--- src/design/counting_multiset_table_defines.svh ---
// ----------------------------------------------------------------------------
// Counting multiset table: assertion macros
// Shared concurrent assertion forms, clocked on the rising edge, reset-gated.
// ----------------------------------------------------------------------------
`ifndef COUNTING_MULTISET_TABLE_DEFINES_SVH
`define COUNTING_MULTISET_TABLE_DEFINES_SVH

// Same-cycle implication.
`define CMT_ASSERT_IMPL(lbl, ck, rn, ante, cons) \
    lbl: assert property (@(posedge ck) disable iff (!rn) (ante) |-> (cons)) \
        else $error("cmt: same-cycle check failed");

// Next-cycle implication.
`define CMT_ASSERT_NEXT(lbl, ck, rn, ante, cons) \
    lbl: assert property (@(posedge ck) disable iff (!rn) (ante) |=> (cons)) \
        else $error("cmt: next-cycle check failed");

`endif

--- src/design/cmt_pkg.sv ---
// ----------------------------------------------------------------------------
// Counting multiset table package
// Sizes, link encoding, field codes and controller/datapath types.
// ----------------------------------------------------------------------------
package cmt_pkg;

    localparam int CAPACITY   = 64;
    localparam int COUNT_BITS = 16;

    localparam int ADDR_W   = $clog2(CAPACITY);
    localparam int LINK_W   = $clog2(CAPACITY + 1);     // also holds the null link
    localparam int TOTAL_W  = ADDR_W + COUNT_BITS;      // CAPACITY * max count fits

    localparam int MODE_W   = 2;
    localparam int KEY_W    = 32;
    localparam int STATUS_W = 2;
    localparam int KCNT_W   = 16;
    localparam int BTOT_W   = 22;

    localparam logic [LINK_W-1:0]     NULL_LINK = LINK_W'(CAPACITY);
    localparam logic [LINK_W-1:0]     LAST_STEP = LINK_W'(CAPACITY - 1);
    localparam logic [COUNT_BITS-1:0] COUNT_MAX = {COUNT_BITS{1'b1}};

    // mode codes
    localparam logic [MODE_W-1:0] MODE_ADD    = 2'd0;
    localparam logic [MODE_W-1:0] MODE_REMOVE = 2'd1;

    // status codes
    localparam logic [STATUS_W-1:0] ST_OK        = 2'd0;
    localparam logic [STATUS_W-1:0] ST_NOT_FOUND = 2'd1;
    localparam logic [STATUS_W-1:0] ST_FULL      = 2'd2;
    localparam logic [STATUS_W-1:0] ST_AT_MAX    = 2'd3;

    typedef enum logic [3:0] {
        S_IDLE,
        S_WALK,
        S_DECIDE,
        S_ALLOC_RD,
        S_ALLOC_WR,
        S_ALLOC_FIN,
        S_UNLINK,
        S_FREE,
        S_DONE
    } cmt_state_t;

    typedef struct packed {
        logic start;        // capture item, read list head
        logic set_found;    // walk matched the key
        logic walk_next;    // read the following list entry
        logic decide;       // apply count update, latch result
        logic alloc_rd;     // read free-list head
        logic alloc_wr;     // link new entry at list head
        logic alloc_fin;    // clear back link of new head
        logic unlink;       // splice emptied entry out of the list
        logic free_slot;    // push emptied entry on the free list
        logic load_out;     // move result into output register
    } cmt_cmd_t;

    typedef struct packed {
        logic head_null;
        logic hit;
        logic next_null;
        logic need_alloc;
        logic need_release;
        logic out_free;
    } cmt_stat_t;

endpackage

--- src/design/cmt_ctrl.sv ---
// ----------------------------------------------------------------------------
// Counting multiset table controller
// Sequences accept, list walk, count update, link edits and result hand-off.
// ----------------------------------------------------------------------------
`include "counting_multiset_table_defines.svh"

module cmt_ctrl import cmt_pkg::*; (
    input  logic      clk,
    input  logic      rst_n,
    input  logic      in_valid,
    output logic      in_ready,
    input  cmt_stat_t st,
    output cmt_cmd_t  cmd
);

    cmt_state_t        state_reg, state_next;
    logic [LINK_W-1:0] step_reg, step_next;
    logic              in_fire;

    assign in_fire = in_valid && in_ready;

    always_ff @(posedge clk or negedge rst_n)
    begin
        if (!rst_n)
        begin
            state_reg <= S_IDLE;
            step_reg  <= '0;
        end
        else
        begin
            state_reg <= state_next;
            step_reg  <= step_next;
        end
    end

    always_comb
    begin
        state_next = state_reg;
        step_next  = step_reg;
        cmd        = '0;
        in_ready   = 1'b0;
        unique case (state_reg)
            S_IDLE:
            begin
                in_ready = 1'b1;
                if (in_valid)
                begin
                    cmd.start  = 1'b1;
                    step_next  = '0;
                    state_next = st.head_null ? S_DECIDE : S_WALK;
                end
            end
            S_WALK:
            begin
                priority if (st.hit)
                begin
                    cmd.set_found = 1'b1;
                    state_next    = S_DECIDE;
                end
                else if (st.next_null || step_reg == LAST_STEP)
                begin
                    state_next = S_DECIDE;
                end
                else
                begin
                    cmd.walk_next = 1'b1;
                    step_next     = step_reg + LINK_W'(1);
                end
            end
            S_DECIDE:
            begin
                cmd.decide = 1'b1;
                priority if (st.need_alloc)
                    state_next = S_ALLOC_RD;
                else if (st.need_release)
                    state_next = S_UNLINK;
                else
                    state_next = S_DONE;
            end
            S_ALLOC_RD:
            begin
                cmd.alloc_rd = 1'b1;
                state_next   = S_ALLOC_WR;
            end
            S_ALLOC_WR:
            begin
                cmd.alloc_wr = 1'b1;
                state_next   = S_ALLOC_FIN;
            end
            S_ALLOC_FIN:
            begin
                cmd.alloc_fin = 1'b1;
                state_next    = S_DONE;
            end
            S_UNLINK:
            begin
                cmd.unlink = 1'b1;
                state_next = S_FREE;
            end
            S_FREE:
            begin
                cmd.free_slot = 1'b1;
                state_next    = S_DONE;
            end
            S_DONE:
            begin
                if (st.out_free)
                begin
                    cmd.load_out = 1'b1;
                    state_next   = S_IDLE;
                end
            end
            default:
            begin
                state_next = S_IDLE;
            end
        endcase
    end

    `CMT_ASSERT_IMPL(a_walk_bounded, clk, rst_n, state_reg == S_WALK, step_reg < LINK_W'(CAPACITY))
    `CMT_ASSERT_NEXT(a_done_holds, clk, rst_n, (state_reg == S_DONE) && !st.out_free, state_reg == S_DONE)
    `CMT_ASSERT_NEXT(a_one_at_a_time, clk, rst_n, in_fire, !in_ready)

endmodule

--- config.mk ---
export PLATFORM = sky130hd
export DESIGN_NAME = cmt_ctrl
export DESIGN_NICKNAME = d
export VERILOG_FILES = /design/src/design/cmt_pkg.sv /design/src/design/cmt_ctrl.sv
export VERILOG_INCLUDE_DIRS = /design/src /design/src/design
export SDC_FILE = /design/constraint.sdc
export NUM_CORES = 1
export LEC_CHECK = 0
export ABC_AREA = 0
export BUFFER_PORTS_ARGS = -buffer_cell sky130_fd_sc_hd__buf_2
export CAP_MARGIN = 20
export CORE_AREA = 2 2 43 45
export CTS_CLUSTER_DIAMETER = 150
export DETAILED_ROUTE_END_ITERATION = 8
export DIE_AREA = 0 0 45 47
export PLACE_DENSITY = 0.79
export REMOVE_ABC_BUFFERS = 1
export SLEW_MARGIN = 20
export SYNTH_ARGS = -nofsm -noshare
export SYNTH_HDL_FRONTEND = slang
export SYNTH_SLANG_ARGS = --single-unit
--- constraint.sdc ---
create_clock -name clk -period 2.4 [get_ports clk]
set_input_delay 0.12 -clock clk [delete_from_list [all_inputs] [get_ports clk]]
set_output_delay 0.12 -clock clk [all_outputs]
set_load 0.02 [all_outputs]
==> results.sh <==
export IMPL_place_gp_congestion=0.811
export IMPL_netlist_area_leader_share_pct=35.7
export IMPL_grt_max_degree=16
export IMPL_rsz0062_at_grt="false"
export IMPL_n_antenna_cell=0
export IMPL_skew_ns=0.00276
export IMPL_initial_core_util_pct=46.7
export IMPL_grt_pass1_wl_um=2830
export IMPL_syn_area_sq_um=771
export IMPL_totalWireLength_um=1730
export IMPL_hold_depth=2
export IMPL_irDropWorstVdd_mv=0.514
export IMPL_end_kind="output port"
export IMPL_cts_setup_buffers=0
export IMPL_row_count=15
export IMPL_async_flop_share_pct=100
export IMPL_nets=122
export IMPL_final_cells=128
export IMPL_hp_class="input pin to flip-flop"
export IMPL_drv_cap=0
export IMPL_reg2regPathDepth=4
export IMPL_largest_register_ffs=7
export IMPL_wl_per_cell_um=13.5
export IMPL_numClockSinks=11
export IMPL_yosys_register_bits=11
export IMPL_grt_pass1_vias=663
export IMPL_core_region_area_sq_mm=0.00165
export IMPL_antenna_found_initial=0
export IMPL_dp_hpwl_um=1340
export IMPL_netlist_top_cells_area="dfrtp_1 (36%), nor3_1 (7.1%), o21ai_1 (3.9%)"
export IMPL_synth_edf_count=0
export IMPL_worst_slew_pin_slew_ns=0.496
export IMPL_p_per_area_mw_per_mm2=1050
export IMPL_synth_cell_type_count=37
export IMPL_synth_common_cells="dfrtp_1 (11), nor3_1 (11), nand2_1 (7), nor2_1 (7), o21ai_1 (6)"
export IMPL_grt_overflow=0
export IMPL_via_per_inst=5.80
export IMPL_finalHoldViolCount=0
export IMPL_grt_total_usage_pct=18.3
export IMPL_slew_violations=0
export IMPL_setup_viol=0
export IMPL_finalSetupTns_ns=0
export IMPL_cts_clk_slew_worst_paths_ns=0.07
export IMPL_outcome="finished clean"
export IMPL_total_power_uw=970
export IMPL_areaGrowthSynthToFinish_pct=19.8
export IMPL_numPortBuffers=19
export IMPL_fill_cells=160
export IMPL_start_kind="flip-flop"
export IMPL_clkLatencyLatePin_ns=0.26
export IMPL_period_share_pct=92.2
export IMPL_drtIter0Drc=4
export IMPL_fin_crit_ns=2.21
export IMPL_die_y_um=47
export IMPL_synthFlopType="dfrtp_1"
export IMPL_yosys_area_top_type="dfrtp_1"
export IMPL_worst_path_max_fanout=9
export IMPL_antenna_left=0
export IMPL_drc_errors=0
export IMPL_place_inst=123
export IMPL_h_tree_depth=1
export IMPL_num_vias=743
export IMPL_setup_worst_path_class="flip-flop to output port"
export IMPL_ys_warn_count=0
export IMPL_fmax_mhz=452
export IMPL_dieArea_sq_mm=0.00212
export IMPL_syn_inst=88
export IMPL_avgSynthCellArea_sq_um=8.76
export IMPL_p_leak_nw=0.417
export IMPL_num_io_pins=20
export IMPL_synth_yosys_seq_area_share_pct=35.7
export IMPL_clk_path_buf_depth=2
export IMPL_drt_pass1_iter_count=4
export IMPL_die_w_um=45
export IMPL_slew_headroom_pct=66.5
export IMPL_cts_tree="built"
export IMPL_cts_root_buf="clkbuf_4"
export IMPL_drive_above_1_share_pct=29.7
export IMPL_worst_ep_arrival_time_ns=2.09
export IMPL_crit_required_ns=2.28
export IMPL_cts_made_buffers=3
==> placed cells by master (no fill, tap or decap), types with 2 or more instances in the layout <==
cell type  instances
a21oi_1            3
nor2_1             7
o21ai_1            6
a22o_1             2
dfrtp_1           11
and2_1             2
clkbuf_4           3
nor3_1            11
inv_1              4
nand2_1            7
buf_4              3
nor2b_1            3
buf_2             19
nor4_1             2
nand3_1            3
==> per-layer routing <==
metal | track usage (%) | wire length [um] | up-vias
met4 | 5.88 | 0 | 0
met2 | 28.3 | 834 | 9
met1 | 25.2 | 830 | 362
met5 | 0 | 0 | -
met3 | 4.62 | 60 | 0
li1 | - | - | 372
==> cell type report <==
type | count | area, sq um | share of cell area (%)
multi-input combinational | 68 | 454 | 49.2
sequential | 11 | 275 | 29.8
timing repair buffer | 23 | 128 | 13.8
clock buffer | 4 | 26.3 | 2.85
tap | 17 | 21.3 | 2.30
inverter | 5 | 18.8 | 2.03
==> critical path, stage by stage (launching register included) <==
cell       delay, ns
dfrtp_1         0.48
or4b_4          0.61
a2111oi_4       0.49
buf_2           0.25
==> stage by stage <==
step	area (sq um)	util, %	setup slack (ns)	hold WS [ns]
after floorplan	748	-	0.207	-0.176
after global placement	887	53.7	0.500	-0.000993
after detailed placement	887	53.7	0.482	0.00845
after CTS	923	55.9	0.184	0.171
after global routing	923	55.9	0.112	0.190
final	923	55.9	0.186	0.174
==> cells by family (layout without fill, tap and decap cells) <==
kind of cell	Yosys count	in the layout	share of synthesized area, %
fa+ha+maj	1	1	1.62
mux	2	2	2.76
flops	11	11	35.7
simple gates	41	41	28.7
buf+inv	9	32	5.36
compound gates	24	24	25.8
==> report_power, final <==
part	switching (mW)	internal (mW)
Clock	0.0637	0.0642
Sequential	0.0484	0.233
Combinational	0.343	0.217
==> worst paths after layout <==
kind	end	slack (ns)	start
max in group asynchronous	step_reg[3]	1.94	rst_n
min in group asynchronous	step_reg[1]	0.25	rst_n
worst max-delay path	cmd[7]	0.19	state_reg[3]
worst max register to register	step_reg[6]	0.49	state_reg[3]
worst min register to register	step_reg[0]	0.52	step_reg[0]
worst min-delay path	state_reg[0]	0.17	st[4]
==> repair_timing <==
item                                    4_1_cts  5_1_grt
gates resized for setup                       0        0
hold buffers                                  1        0
endpoints found under the setup margin        0        0
endpoints found under the hold margin        11        0
(Power assumes the default switching activity.)
